===== src/rtl/cots_pkg.sv =====
// Shared types and constants of the clock offset time sync block.
package cots_pkg;

   // Command codes on the request channel.
   localparam logic [1:0] CMD_SYNC     = 2'd0;
   localparam logic [1:0] CMD_ESTIMATE = 2'd1;
   localparam logic [1:0] CMD_STATUS   = 2'd2;

   // Configuration register map (word index taken from paddr[2]).
   localparam int unsigned CSR_ADDR_W     = 3;
   localparam logic        CSR_WINDOW_IDX = 1'b0;
   localparam logic [31:0] WINDOW_RESET   = 32'd60000;

   // Quality score constants.
   localparam logic [7:0] FIRST_QUALITY = 8'd128;
   localparam logic [7:0] QUALITY_CAP   = 8'd250;
   localparam logic [7:0] GAP_PENALTY   = 8'd10;
   localparam logic [7:0] QUALITY_STEP  = 8'd5;

   // The offset and the estimate both fit in 50 bits two's complement.
   localparam int unsigned AVG_W = 50;
   localparam int unsigned SUM_W = AVG_W + 2;

   // Divider by milliseconds per second: three 17-bit quotient digits, each
   // found by multiplying the partial value by a scaled reciprocal of 1000.
   // The partial value stays below 2^27, where the reciprocal is exact.
   localparam int unsigned MS_PER_S    = 1000;
   localparam int unsigned DIGIT_W     = 17;
   localparam int unsigned NUM_W       = 51;
   localparam int unsigned DIV_DIGITS  = NUM_W / DIGIT_W;
   localparam int unsigned STEP_W      = 2;
   localparam int unsigned REM_W       = 10;
   localparam int unsigned PART_W      = REM_W + DIGIT_W;
   localparam int unsigned RECIP_W     = 28;
   localparam int unsigned RECIP_SHIFT = 37;
   localparam int unsigned PROD_W      = PART_W + RECIP_W;
   localparam logic [RECIP_W-1:0] RECIP = 28'd137438954;

   typedef enum logic [1:0] {
      OP_SYNC,
      OP_ESTIMATE,
      OP_STATUS,
      OP_NONE
   } op_kind_type;

   typedef struct packed {
      op_kind_type  kind;
      logic [31:0]  now_ms;
      logic [47:0]  watch_time_ms;
      logic [31:0]  sync_seq;
      logic [31:0]  max_age_ms;
   } item_type;

   typedef struct packed {
      logic         update_accepted;
      logic [31:0]  unix_seconds;
      logic         is_synced;
      logic [7:0]   sync_quality;
   } result_type;

   typedef enum logic [1:0] {
      BK_IDLE,
      BK_SYNC,
      BK_DIV
   } back_state_type;

endpackage


===== src/rtl/cots_front.sv =====
// Front end: request acceptance, command classification and a two-entry queue.
module cots_front (
   input  logic               clock,
   input  logic               reset,
   input  logic               req_valid,
   output logic               req_stall,
   input  logic [1:0]         req_command,
   input  logic [31:0]        req_now_ms,
   input  logic [47:0]        req_watch_time_ms,
   input  logic [31:0]        req_sync_seq,
   input  logic [31:0]        req_max_age_ms,
   output cots_pkg::item_type head_item,
   output logic               head_valid,
   input  logic               pop
);
   import cots_pkg::*;

   localparam logic [1:0] QUEUE_DEPTH = 2'd2;

   item_type    queue_ff [2];
   logic [1:0]  count_ff, count_in;
   logic        wr_ptr_ff, wr_ptr_in;
   logic        rd_ptr_ff, rd_ptr_in;
   logic        push;
   op_kind_type kind;
   item_type    new_item;

   always_comb begin
      unique case (req_command)
         CMD_SYNC:     kind = OP_SYNC;
         CMD_ESTIMATE: kind = OP_ESTIMATE;
         CMD_STATUS:   kind = OP_STATUS;
         default:      kind = OP_NONE;
      endcase
   end

   assign new_item = '{kind:          kind,
                       now_ms:        req_now_ms,
                       watch_time_ms: req_watch_time_ms,
                       sync_seq:      req_sync_seq,
                       max_age_ms:    req_max_age_ms};

   assign req_stall  = (count_ff == QUEUE_DEPTH);
   assign push       = req_valid && !req_stall;
   assign head_valid = (count_ff != 2'd0);
   assign head_item  = queue_ff[rd_ptr_ff];

   always_comb begin
      count_in  = count_ff + {1'b0, push} - {1'b0, pop};
      wr_ptr_in = push ? !wr_ptr_ff : wr_ptr_ff;
      rd_ptr_in = pop  ? !rd_ptr_ff : rd_ptr_ff;
   end

   always_ff @(posedge clock) begin
      if (reset) begin
         count_ff  <= 2'd0;
         wr_ptr_ff <= 1'b0;
         rd_ptr_ff <= 1'b0;
      end else begin
         count_ff  <= count_in;
         wr_ptr_ff <= wr_ptr_in;
         rd_ptr_ff <= rd_ptr_in;
      end
   end

   always_ff @(posedge clock) begin
      if (push) begin
         queue_ff[wr_ptr_ff] <= new_item;
      end
   end

endmodule


===== src/rtl/cots_div.sv =====
// Three-step divider by 1000 using reciprocal multiplication, saturating to 32 bits.
module cots_div (
   input  logic                       clock,
   input  logic                       reset,
   input  logic                       start,
   input  logic [cots_pkg::NUM_W-1:0] dividend,
   output logic                       done,
   output logic [31:0]                quotient
);
   import cots_pkg::*;

   logic [NUM_W-1:0]   num_ff, num_in;
   logic [NUM_W-1:0]   quo_ff, quo_in;
   logic [REM_W-1:0]   rem_ff, rem_in;
   logic [STEP_W-1:0]  step_ff, step_in;
   logic               busy_ff, busy_in;
   logic               done_ff, done_in;
   logic [PART_W-1:0]  part;
   logic [PROD_W-1:0]  prod;
   logic [PART_W-1:0]  rem_sel;
   logic [DIGIT_W-1:0] digit;

   // One quotient digit per cycle: the partial value times the scaled
   // reciprocal of 1000 gives the digit, and the remainder carries on.
   always_comb begin
      part    = {rem_ff, num_ff[NUM_W-1 -: DIGIT_W]};
      prod    = PROD_W'(part) * PROD_W'(RECIP);
      digit   = prod[RECIP_SHIFT +: DIGIT_W];
      rem_sel = part - PART_W'(digit) * PART_W'(MS_PER_S);
   end

   always_comb begin
      num_in  = num_ff;
      quo_in  = quo_ff;
      rem_in  = rem_ff;
      step_in = step_ff;
      busy_in = busy_ff;
      done_in = done_ff;
      if (start) begin
         num_in  = dividend;
         quo_in  = '0;
         rem_in  = '0;
         step_in = '0;
         busy_in = 1'b1;
         done_in = 1'b0;
      end else if (busy_ff) begin
         num_in  = {num_ff[NUM_W-DIGIT_W-1:0], {DIGIT_W{1'b0}}};
         quo_in  = {quo_ff[NUM_W-DIGIT_W-1:0], digit};
         rem_in  = rem_sel[REM_W-1:0];
         step_in = step_ff + STEP_W'(1);
         if (step_ff == STEP_W'(DIV_DIGITS - 1)) begin
            busy_in = 1'b0;
            done_in = 1'b1;
         end
      end
   end

   always_ff @(posedge clock) begin
      if (reset) begin
         busy_ff <= 1'b0;
         done_ff <= 1'b0;
         step_ff <= '0;
      end else begin
         busy_ff <= busy_in;
         done_ff <= done_in;
         step_ff <= step_in;
      end
   end

   always_ff @(posedge clock) begin
      num_ff <= num_in;
      quo_ff <= quo_in;
      rem_ff <= rem_in;
   end

   assign done     = done_ff;
   assign quotient = (|quo_ff[NUM_W-1:32]) ? '1 : quo_ff[31:0];

endmodule


===== src/rtl/cots_back.sv =====
// Back end: sync state, command execution and the result output register.
module cots_back (
   input  logic                 clock,
   input  logic                 reset,
   input  cots_pkg::item_type   head_item,
   input  logic                 head_valid,
   output logic                 pop,
   input  logic [31:0]          window_ms,
   output logic                 rsp_valid,
   input  logic                 rsp_stall,
   output cots_pkg::result_type rsp_result
);
   import cots_pkg::*;

   back_state_type state_ff, state_in;

   // Tracker state.
   logic             sync_valid_ff, sync_valid_in;
   logic [31:0]      last_seq_ff, last_seq_in;
   logic [AVG_W-1:0] avg_ff, avg_in;
   logic [31:0]      last_update_ff, last_update_in;
   logic [7:0]       quality_ff, quality_in;

   // Working registers of the request in flight.
   logic [31:0]      w_now_ff, w_now_in;
   logic [31:0]      w_seq_ff, w_seq_in;
   logic             accept_ff, accept_in;
   logic             first_ff, first_in;
   logic             gap_ff, gap_in;
   logic [AVG_W-1:0] offset_ff, offset_in;
   logic [SUM_W-1:0] sum3_ff, sum3_in;
   logic             est_ok_ff, est_ok_in;

   // Output register.
   logic             rsp_valid_ff, rsp_valid_in;
   result_type       rsp_res_ff, rsp_res_in;

   logic             out_free;
   logic [31:0]      age;
   logic [AVG_W-1:0] offset_c;
   logic [SUM_W-1:0] sum3_c;
   logic [AVG_W-1:0] est_c;
   logic             est_ok_c;
   logic             accept_c;
   logic             gap_c;
   logic [SUM_W-1:0] total;
   logic [SUM_W-1:0] total_q;
   logic [7:0]       q_gap;
   logic [7:0]       q_new;
   logic             div_start;
   logic             div_done;
   logic [31:0]      div_quotient;
   logic [NUM_W-1:0] div_dividend;

   assign out_free = !rsp_valid_ff || !rsp_stall;

   // First stage, straight from the queue head.
   always_comb begin
      age      = head_item.now_ms - last_update_ff;
      offset_c = {2'b00, head_item.watch_time_ms} - {{(AVG_W-32){1'b0}}, head_item.now_ms};
      sum3_c   = {{2{avg_ff[AVG_W-1]}}, avg_ff} + {avg_ff[AVG_W-1], avg_ff, 1'b0};
      est_c    = {{(AVG_W-32){1'b0}}, head_item.now_ms} + avg_ff;
      est_ok_c = sync_valid_ff && (age <= window_ms) && !est_c[AVG_W-1] && (est_c != '0);
      accept_c = !sync_valid_ff || (head_item.sync_seq > last_seq_ff);
      gap_c    = (head_item.sync_seq != last_seq_ff + 32'd1);
      div_dividend = {{(NUM_W-AVG_W+1){1'b0}}, est_c[AVG_W-2:0]};
   end

   // Second stage of a sync: average update with truncation toward zero.
   always_comb begin
      total   = sum3_ff + {{2{offset_ff[AVG_W-1]}}, offset_ff};
      total_q = {{2{total[SUM_W-1]}}, total[SUM_W-1:2]}
              + {{(SUM_W-1){1'b0}}, total[SUM_W-1] && (total[1:0] != 2'b00)};
      q_gap   = (gap_ff && quality_ff > GAP_PENALTY) ? quality_ff - GAP_PENALTY : quality_ff;
      q_new   = (q_gap < QUALITY_CAP) ? q_gap + QUALITY_STEP : q_gap;
   end

   always_comb begin
      state_in       = state_ff;
      sync_valid_in  = sync_valid_ff;
      last_seq_in    = last_seq_ff;
      avg_in         = avg_ff;
      last_update_in = last_update_ff;
      quality_in     = quality_ff;
      w_now_in       = w_now_ff;
      w_seq_in       = w_seq_ff;
      accept_in      = accept_ff;
      first_in       = first_ff;
      gap_in         = gap_ff;
      offset_in      = offset_ff;
      sum3_in        = sum3_ff;
      est_ok_in      = est_ok_ff;
      rsp_valid_in   = rsp_valid_ff && rsp_stall;
      rsp_res_in     = rsp_res_ff;
      pop            = 1'b0;
      div_start      = 1'b0;

      unique case (state_ff)
         BK_IDLE: begin
            if (head_valid) begin
               unique case (head_item.kind)
                  OP_SYNC: begin
                     pop       = 1'b1;
                     w_now_in  = head_item.now_ms;
                     w_seq_in  = head_item.sync_seq;
                     accept_in = accept_c;
                     first_in  = !sync_valid_ff;
                     gap_in    = gap_c;
                     offset_in = offset_c;
                     sum3_in   = sum3_c;
                     state_in  = BK_SYNC;
                  end
                  OP_ESTIMATE: begin
                     pop       = 1'b1;
                     div_start = 1'b1;
                     est_ok_in = est_ok_c;
                     state_in  = BK_DIV;
                  end
                  OP_STATUS, OP_NONE: begin
                     if (out_free) begin
                        pop          = 1'b1;
                        rsp_valid_in = 1'b1;
                        rsp_res_in   = '{update_accepted: 1'b0,
                                         unix_seconds:    32'd0,
                                         is_synced:       (head_item.kind == OP_STATUS)
                                                          && sync_valid_ff
                                                          && (age <= head_item.max_age_ms),
                                         sync_quality:    quality_ff};
                     end
                  end
               endcase
            end
         end
         BK_SYNC: begin
            if (out_free) begin
               if (accept_ff) begin
                  sync_valid_in  = 1'b1;
                  last_seq_in    = w_seq_ff;
                  last_update_in = w_now_ff;
                  avg_in         = first_ff ? offset_ff : total_q[AVG_W-1:0];
                  quality_in     = first_ff ? FIRST_QUALITY : q_new;
               end
               rsp_valid_in = 1'b1;
               rsp_res_in   = '{update_accepted: accept_ff,
                                unix_seconds:    32'd0,
                                is_synced:       1'b0,
                                sync_quality:    accept_ff ? quality_in : quality_ff};
               state_in     = BK_IDLE;
            end
         end
         BK_DIV: begin
            if (div_done && out_free) begin
               rsp_valid_in = 1'b1;
               rsp_res_in   = '{update_accepted: 1'b0,
                                unix_seconds:    est_ok_ff ? div_quotient : 32'd0,
                                is_synced:       1'b0,
                                sync_quality:    quality_ff};
               state_in     = BK_IDLE;
            end
         end
         default: begin
            state_in = BK_IDLE;
         end
      endcase
   end

   always_ff @(posedge clock) begin
      if (reset) begin
         state_ff       <= BK_IDLE;
         sync_valid_ff  <= 1'b0;
         last_seq_ff    <= '0;
         avg_ff         <= '0;
         last_update_ff <= '0;
         quality_ff     <= '0;
         rsp_valid_ff   <= 1'b0;
      end else begin
         state_ff       <= state_in;
         sync_valid_ff  <= sync_valid_in;
         last_seq_ff    <= last_seq_in;
         avg_ff         <= avg_in;
         last_update_ff <= last_update_in;
         quality_ff     <= quality_in;
         rsp_valid_ff   <= rsp_valid_in;
      end
   end

   always_ff @(posedge clock) begin
      w_now_ff   <= w_now_in;
      w_seq_ff   <= w_seq_in;
      accept_ff  <= accept_in;
      first_ff   <= first_in;
      gap_ff     <= gap_in;
      offset_ff  <= offset_in;
      sum3_ff    <= sum3_in;
      est_ok_ff  <= est_ok_in;
      rsp_res_ff <= rsp_res_in;
   end

   cots_div u_div (
      .clock    (clock),
      .reset    (reset),
      .start    (div_start),
      .dividend (div_dividend),
      .done     (div_done),
      .quotient (div_quotient)
   );

   assign rsp_valid  = rsp_valid_ff;
   assign rsp_result = rsp_res_ff;

endmodule


===== src/rtl/clock_offset_time_sync_top.sv =====
// Top level of the clock offset time sync block: CSR, front end and back end.
//
//   Channel   Direction  Handshake              Payload
//   req_*     in         req_valid / req_stall  command, now_ms, watch_time_ms, sync_seq,
//                                               max_age_ms
//   rsp_*     out        rsp_valid / rsp_stall  update_accepted, unix_seconds, is_synced,
//                                               sync_quality
//   APB       in/out     psel, penable, pready  paddr, pwdata, prdata (estimate_window_ms)
//
// Every request gives exactly one response, in request order.
// A status query or an unknown command is answered from the back end's idle state,
// a sync message passes through a second state, and an estimate query waits for the
// divider by 1000 that finds one 17-bit quotient digit per cycle over 3 digits.
// A two-entry queue lets the front end take new requests while the back end
// works and while a finished response waits in the output register.
// Reset is synchronous and active high; it clears the queue, the tracker state
// and the output valid, and loads estimate_window_ms with 60000.
// req_stall rises only when the queue is full; a stalled response holds its payload.
module clock_offset_time_sync_top (
   input  logic                          clock,
   input  logic                          reset,
   input  logic                          req_valid,
   output logic                          req_stall,
   input  logic [1:0]                    req_command,
   input  logic [31:0]                   req_now_ms,
   input  logic [47:0]                   req_watch_time_ms,
   input  logic [31:0]                   req_sync_seq,
   input  logic [31:0]                   req_max_age_ms,
   output logic                          rsp_valid,
   input  logic                          rsp_stall,
   output logic                          rsp_update_accepted,
   output logic [31:0]                   rsp_unix_seconds,
   output logic                          rsp_is_synced,
   output logic [7:0]                    rsp_sync_quality,
   input  logic                          psel,
   input  logic                          penable,
   input  logic                          pwrite,
   input  logic [cots_pkg::CSR_ADDR_W-1:0] paddr,
   input  logic [31:0]                   pwdata,
   output logic [31:0]                   prdata,
   output logic                          pready
);
   import cots_pkg::*;

   logic [31:0] window_ff, window_in;
   logic        csr_write;
   item_type    head_item;
   logic        head_valid;
   logic        pop;
   result_type  rsp_result;

   // The configuration port has no wait states. Only one register exists, so
   // the word index is a single address bit; the other word index reads as zero.
   assign pready    = 1'b1;
   assign csr_write = psel && penable && pwrite && pready;

   always_comb begin
      window_in = window_ff;
      if (csr_write && (paddr[2] == CSR_WINDOW_IDX)) begin
         window_in = pwdata;
      end
   end

   always_ff @(posedge clock) begin
      if (reset) begin
         window_ff <= WINDOW_RESET;
      end else begin
         window_ff <= window_in;
      end
   end

   assign prdata = (paddr[2] == CSR_WINDOW_IDX) ? window_ff : 32'd0;

   // The front end classifies each request and queues it.
   cots_front u_front (
      .clock             (clock),
      .reset             (reset),
      .req_valid         (req_valid),
      .req_stall         (req_stall),
      .req_command       (req_command),
      .req_now_ms        (req_now_ms),
      .req_watch_time_ms (req_watch_time_ms),
      .req_sync_seq      (req_sync_seq),
      .req_max_age_ms    (req_max_age_ms),
      .head_item         (head_item),
      .head_valid        (head_valid),
      .pop               (pop)
   );

   // The back end owns the tracker state and executes requests in order, so a
   // query always sees every earlier sync already applied.
   cots_back u_back (
      .clock      (clock),
      .reset      (reset),
      .head_item  (head_item),
      .head_valid (head_valid),
      .pop        (pop),
      .window_ms  (window_ff),
      .rsp_valid  (rsp_valid),
      .rsp_stall  (rsp_stall),
      .rsp_result (rsp_result)
   );

   assign rsp_update_accepted = rsp_result.update_accepted;
   assign rsp_unix_seconds    = rsp_result.unix_seconds;
   assign rsp_is_synced       = rsp_result.is_synced;
   assign rsp_sync_quality    = rsp_result.sync_quality;

endmodule


===== config.mk =====
export PLATFORM = sky130hd
export DESIGN_NAME = clock_offset_time_sync_top
export DESIGN_NICKNAME = d
export VERILOG_FILES = /design/src/rtl/cots_pkg.sv /design/src/rtl/cots_front.sv /design/src/rtl/cots_div.sv /design/src/rtl/cots_back.sv /design/src/rtl/clock_offset_time_sync_top.sv
export SDC_FILE = /design/constraint.sdc
export NUM_CORES = 2
export LEC_CHECK = 0
export ABC_AREA = 1
export BUFFER_PORTS_ARGS = -buffer_cell sky130_fd_sc_hd__buf_2
export CORE_UTILIZATION = 39
export DETAILED_ROUTE_END_ITERATION = 8
export HOLD_SLACK_MARGIN = 0.1
export PLACE_DENSITY = 0.66
export SETUP_SLACK_MARGIN = 0.2
export SKIP_LAST_GASP = 1
export SLEW_MARGIN = 20
export SYNTH_ARGS = -nofsm -noshare
export SYNTH_HDL_FRONTEND = slang
export SYNTH_SLANG_ARGS = --single-unit

===== constraint.sdc =====
create_clock -name clock -period 15.1 [get_ports clock]
set_input_delay 4.53 -clock clock [delete_from_list [all_inputs] [get_ports clock]]
set_output_delay 4.53 -clock clock [all_outputs]
set_load 0.01 [all_outputs]

After elaboration in Yosys (flattened, before gate mapping)
Memories as Yosys holds them, arrays and structs flattened. A register that Yosys moved wholly into a read port is not among the register bits.
Index checks and enable logic that the tools add are counted.
- register bits: 490
- RAM bits: 292
- output and inout port bits: 77
- memories kept: 1
- memory list (memory ; depth ; width ; read ports ; clocked after Yosys merged registers in ; write ports ; RTL line ; RTL):
    u_front.queue_ff ; 2 ; 146 ; 1 ; 1 ; 1 ; cots_front.sv:20 ; item_type queue_ff [2];
- add/sub/neg operators: 13
- multipliers: 2
- $lt $le $gt $ge: 5
- equality and inequality tests: 16
- mux-type cells: 42
- bitwise gates (word level): 1
- reduce and logical (&&, ||, !) cells: 41
- operators by type and width (cell ; count):
    two-way mux 42 bit ; 5
    case mux 42 bit (3 select lines) ; 1
    two-way mux 49 bit ; 2
    two-way mux 32 bit ; 3
    less-or-equal comparator 32 bit ; 2
    multiplier 27 x 27 -> 53 bit, second input constant ; 1
    adder 50 x 51 -> 52 bit ; 1
    adder 52 bit ; 1
    adder 32 x 50 -> 50 bit ; 1
    adder 50 x 2 -> 50 bit ; 1
    two-way mux 50 bit ; 1
    nonzero test 50 bit ; 1
    subtractor 48 x 32 -> 49 bit ; 1
    two-way mux 8 bit ; 5
    adder 32 x 1 -> 32 bit, second input constant ; 1
    > comparator 32 bit ; 1
    inequality test 32 bit ; 1
    subtractor 32 bit ; 1
    OR reduction 19 bit ; 1
    multiplier 17 x 7 -> 7 bit, second input constant ; 1
    two-way mux 1 bit ; 17
    logical AND 1 bit ; 13
    equality test 2 bit, second input constant ; 6
    case mux 2 bit (3 select lines) ; 2
    27 further kinds ; 50

Longest topological paths before layout
- depth in word-level cells: 10
- mapped depth: 43

Modules after synthesis
A second synthesis with hierarchy kept.
- cells, all modules: 7145
- area total of the unflattened synthesis: 59965.0 sq um
- by module, submodules not included (module ; times used ; cells an instance ; area an instance (sq um) ; seq. area each (sq um)):
    cots_back ; 1 ; 4519 ; 30986.0 ; 8858.5
    cots_div ; 1 ; 1869 ; 16482.1 ; 2832.7
    cots_front ; 1 ; 490 ; 10861.7 ; 8868.5
    clock_offset_time_sync_top ; 1 ; 267 ; 1635.3 ; 640.6

Worst setup path before layout
Ideal clock, no wire load.
- path kind: reg-to-reg
- start point: register (tool-made name)
- end point: register u_back.accept_ff (enable)
- arrival time: 12.254 ns
- data required time: 14.197 ns
- path slack: 1.943 ns
- stages on the path, launching flop included: 8
- path buffers: 0
- cell sequence: dfxtp_1 inv_2 or2_0 o21ai_1 inv_1 nor2_1 inv_1 nor3_1
- RTL lines (what ; RTL line ; RTL):
    to (signal assigned) ; cots_back.sv:190 ; accept_ff <= accept_in;
    to (decl) ; cots_back.sv:27 ; logic accept_ff, accept_in;

Final worst setup path
- start point: input paddr[2] in the netlist's numbering
- end point: output prdata[24]
- cells in the longest elaborated chain, start to end: 1
- RTL lines (what ; RTL line ; RTL):
    from (decl) ; clock_offset_time_sync_top.sv:38 ; input logic [cots_pkg::CSR_ADDR_W-1:0] paddr,
    two-way mux 32 bit ; clock_offset_time_sync_top.sv:72 ; assign prdata = (paddr[2] == CSR_WINDOW_IDX) ? window_ff : 32'd0;
    to (decl) ; clock_offset_time_sync_top.sv:40 ; output logic [31:0] prdata,
Every way passes these cells.

==> summary.txt <==
Finish
  – Nets: slightly above 8000
  – Layout cell share with drive strength beyond 1: 7.524%
  – Most frequent cells in the layout: sky130_fd_sc_hd__nand2_1, sky130_fd_sc_hd__inv_1, sky130_fd_sc_hd__nor2_1, sky130_fd_sc_hd__ha_1, sky130_fd_sc_hd__edfxtp_1
  – Most common library cell in the layout ignoring fill and taps: sky130_fd_sc_hd__nand2_1
  – Synth-to-layout area growth: 10.98%

Outcome
  – Result of the run: finished, final reports clean

Place
  – Routability congestion estimate: about 1.0
  – Number of buffer cells added on primary ports: 261
  – Half-perimeter wire length of the detailed placement result: between 100000 and 150000 um

Logic synthesis
  – Avg Inst Size Synth: around 8.5 um2
  – Total nets after synthesis: roughly 7800
  – Number of warnings reported in the yosys synthesis log: 0
  – Synth Area in Adders: between 20% and 30%
  – Xor and xnor fraction of the mapped netlist area: 4.358%
  – Ys flop type: sky130_fd_sc_hd__edfxtp_1
  – Count of flip-flops with a built-in enable after synthesis: 552
  – Post-synthesis share of cell area spent on and, or, nand and nor gates: between 10% and 20%
  – Post-Syn Instances: 6813
  – Mux cell area share after synthesis: 0.6595%
  – Part of the Yosys area used for sequential elements: roughly 37%
  – Netlist area before placement: between 50000 and 60000 um2
  – Post-synthesis register bit count: slightly below 800
  – Synthesized-area fraction occupied by ao, oa, aoi and oai cells: 10.77%
  – Share of synthesized registers carrying an async set or reset: 0%
  – Count of cell types in the netlist: between 60 and 70
  – Largest family of logic cells by synthesized area: adder cells

Critical path
  – Largest fanout on the critical path: 33
  – Sort of element at the end of the critical path: output pin
  – Req. time, crit path: roughly 11000 ps
  – Arrival time at the worst endpoint: around 5300 ps
  – Category of the worst setup path launch point: input port
  – Class of the most critical setup path: in -> out

Clock tree
  – Clk slew on worst S/H paths: 60 ps
  – Number of hold buffers added after cts: 0
  – TritonCTS clock tree: done
  – TritonCTS Sinks: just under 800
  – Clock buffer count from CTS: 80
  – Clock Latency Late Sink: roughly 680 ps
  – Clk Tree Root Cell: sky130_fd_sc_hd__clkbuf_16
  – Cells resized by post-CTS repair: 0
  – Bufs on Longest Clock Path: 3
  – Post CTS Setup Buffer Count: 0
  – H-tree levels: 3

Floorplanning
  – Floorplan row count: 140
  – IO Pins: roughly 270
  – Initial standard-cell utilization of the core: roughly two fifths
  – Die area: ~150000 um2
  – Horiz. Die Dim: a little under 400 um
  – Core Footprint: 146300 um2
  – Vertical die dimension: approximately 390 um

Routing
  – Post-detailed-route wirelength per cell: ~20 um
  – Top layer reached by signal wires: met5
  – Sum of met3 wire segment lengths after detailed routing: around 9300 um
  – Met2 layer wire length in the routed design: 82240 um
  – Antenna violation net count after detailed routing: 0
  – Wire length reported by the detailed router: ~180000 um
  – Met1 routed wirelength after detailed routing: around 80000 um
  – First-pass DRT Iterations: 8
  – Via count: between 40000 and 50000
  – Per-cell via count in the routed design: 5.156
  – Drt initial violations: between 3000 and 4000
  – DRC viols: 0

Run
  – Total of max-cap violations: 0

Global routing
  – Largest net degree at the start of global routing: roughly 120
  – Combined global-route utilization of all metal layers: 23.56%
  – Wire length of the first global-routing pass: around 270000 um
  – Total overflow reported by the global router: 0
  – Antenna violations before repair: 8
  – Number of global-route vias before repair: 46270

Timing
  – Final TNS setup: 0 ps
  – Share of the clock period used by the worst path: 64.88%
  – Final Critical Period: around 9800 ps
  – Skew final: around 42 ps
  – Top achievable clock speed: a little over 0.1 GHz
  – Hold violation count in the final report: 0
  – Actual slew at the worst max-slew pin: 1160 ps
  – Final setup fails: 0
  – Worst max-slew margin expressed relative to the limit: 21.86%
  – Final-report max-slew violation count: 0
  – Setup repair after global routing missed its margin: false

Min path
  – Type of the tightest min-delay check: reg -> reg
## metrics by stage
step	utilization [%]	instances	setup slack, ps	hold slack, ps	area, um2
after floorplan	-	6813	1943	422.8	57670
after CTS	43.75	9041	5308	450.4	63990
final	43.76	9044	5302	452.9	64010
after detailed placement	41.80	8893	5310	438.0	61140
after global routing	43.75	9041	5201	465.2	64000
after global placement	41.80	8893	5351	425.5	61140
## synthesized netlist by cell type, types with 8 or more instances
cell / count / share of area, %
sky130_fd_sc_hd__a211oi_1: 8 / 0.10
sky130_fd_sc_hd__a21boi_0: 10 / 0.13
sky130_fd_sc_hd__a21o_1: 19 / 0.25
sky130_fd_sc_hd__a21oi_1: 488 / 4.2
sky130_fd_sc_hd__a22oi_1: 44 / 0.57
sky130_fd_sc_hd__a31oi_1: 47 / 0.51
sky130_fd_sc_hd__clkbuf_1: 111 / 0.72
sky130_fd_sc_hd__dfxtp_1: 230 / 8.0
sky130_fd_sc_hd__edfxtp_1: 552 / 29
sky130_fd_sc_hd__fa_1: 233 / 8.1
sky130_fd_sc_hd__ha_1: 606 / 13
sky130_fd_sc_hd__inv_1: 1087 / 7.1
sky130_fd_sc_hd__mux2i_1: 38 / 0.66
sky130_fd_sc_hd__nand2_1: 1352 / 8.8
sky130_fd_sc_hd__nand2_2: 12 / 0.13
sky130_fd_sc_hd__nand3_1: 240 / 2.1
sky130_fd_sc_hd__nand4_1: 94 / 1.0
sky130_fd_sc_hd__nor2_1: 659 / 4.3
sky130_fd_sc_hd__nor2_2: 16 / 0.17
sky130_fd_sc_hd__nor3_1: 44 / 0.38
sky130_fd_sc_hd__nor4_1: 37 / 0.40
sky130_fd_sc_hd__o211ai_1: 44 / 0.57
sky130_fd_sc_hd__o21a_1: 22 / 0.29
sky130_fd_sc_hd__o21ai_0: 341 / 3.0
sky130_fd_sc_hd__o21ai_1: 19 / 0.16
sky130_fd_sc_hd__o21bai_1: 26 / 0.34
sky130_fd_sc_hd__o221ai_1: 15 / 0.23
sky130_fd_sc_hd__o22ai_1: 8 / 0.087
sky130_fd_sc_hd__or2_2: 57 / 0.62
sky130_fd_sc_hd__xnor2_1: 90 / 1.4
sky130_fd_sc_hd__xor2_1: 184 / 2.8
## layer usage
| layer | global-route usage (%) | vias up |
|---|---|---|
| met3 | 2.956 | 251 |
| li1 | - | 23070 |
| met1 | 31.68 | 22000 |
| met2 | 39.20 | 1291 |
| met4 | 7.562 | 14 |
| met5 | 0 | - |
## cell type report
| class | count | area [um2] |
|---|---|---|
| Antenna cell | 3 | 7.507 |
| Clock buffer | 99 | 2176 |
| Inverter | 1095 | 4118 |
| Clock inverter | 49 | 676.9 |
| Tap cell | 1917 | 2399 |
| Multi-Input combinational cell | 4812 | 31940 |
| Timing Repair Buffer | 287 | 1501 |
| Fill cell | 14340 | 82260 |
| Sequential cell | 782 | 21180 |
## path summary, 6_finish.rpt
| check | from | slack (ps) | end | cells after the start |
|---|---|---|---|---|
| setup / recovery | paddr[2] | 5300 | prdata[24] | 3 |
| hold / removal | u_front.rd_ptr_ff$_SDFFE_PP0P_ | 450 | register | 1 |
| setup reg to reg | u_back.u_div.num_ff[43]$_DFFE_PP_ | 5760 | u_back.u_div.rem_ff[9]$_SDFFE_PP0P_ | 36 |
| hold reg to reg | u_front.rd_ptr_ff$_SDFFE_PP0P_ | 450 | register | 1 |
## registers in the layout, summed over array words and instances, names as in the netlist, 2 cells and up, named ones only
signal and count:
u_back.w_seq_ff 32, u_back.u_div.num_ff 51, u_back.u_div.rem_ff 10, u_front.count_ff 2
window_ff 32, u_back.sum3_ff 52, u_back.last_seq_ff 32, u_front.queue_ff 292
u_back.state_ff 2, u_back.avg_ff 50, u_back.quality_ff 7, u_back.offset_ff 49
u_back.last_update_ff 32, u_back.u_div.quo_ff 51, u_back.rsp_result 42, u_back.u_div.step_ff 2
u_back.w_now_ff 32
## logic make-up after synthesis
kind of cell | after synthesis
DFF | 782
adders and majority gates | 839
and+or+nand+nor | 2540
muxes | 38
xor gates and xnor gates | 281
AOI/OAI and AO/OA | 1113
other | 1
buffers and inverters | 1219
## worst max-delay path, cell delays in order
cell and delay [ps]:
sky130_fd_sc_hd__buf_2 450, sky130_fd_sc_hd__nor2_1 110, sky130_fd_sc_hd__buf_2 160
Power is not shown: default switching activity piles up to over one toggle a cycle in this logic, so the estimate is an artifact.
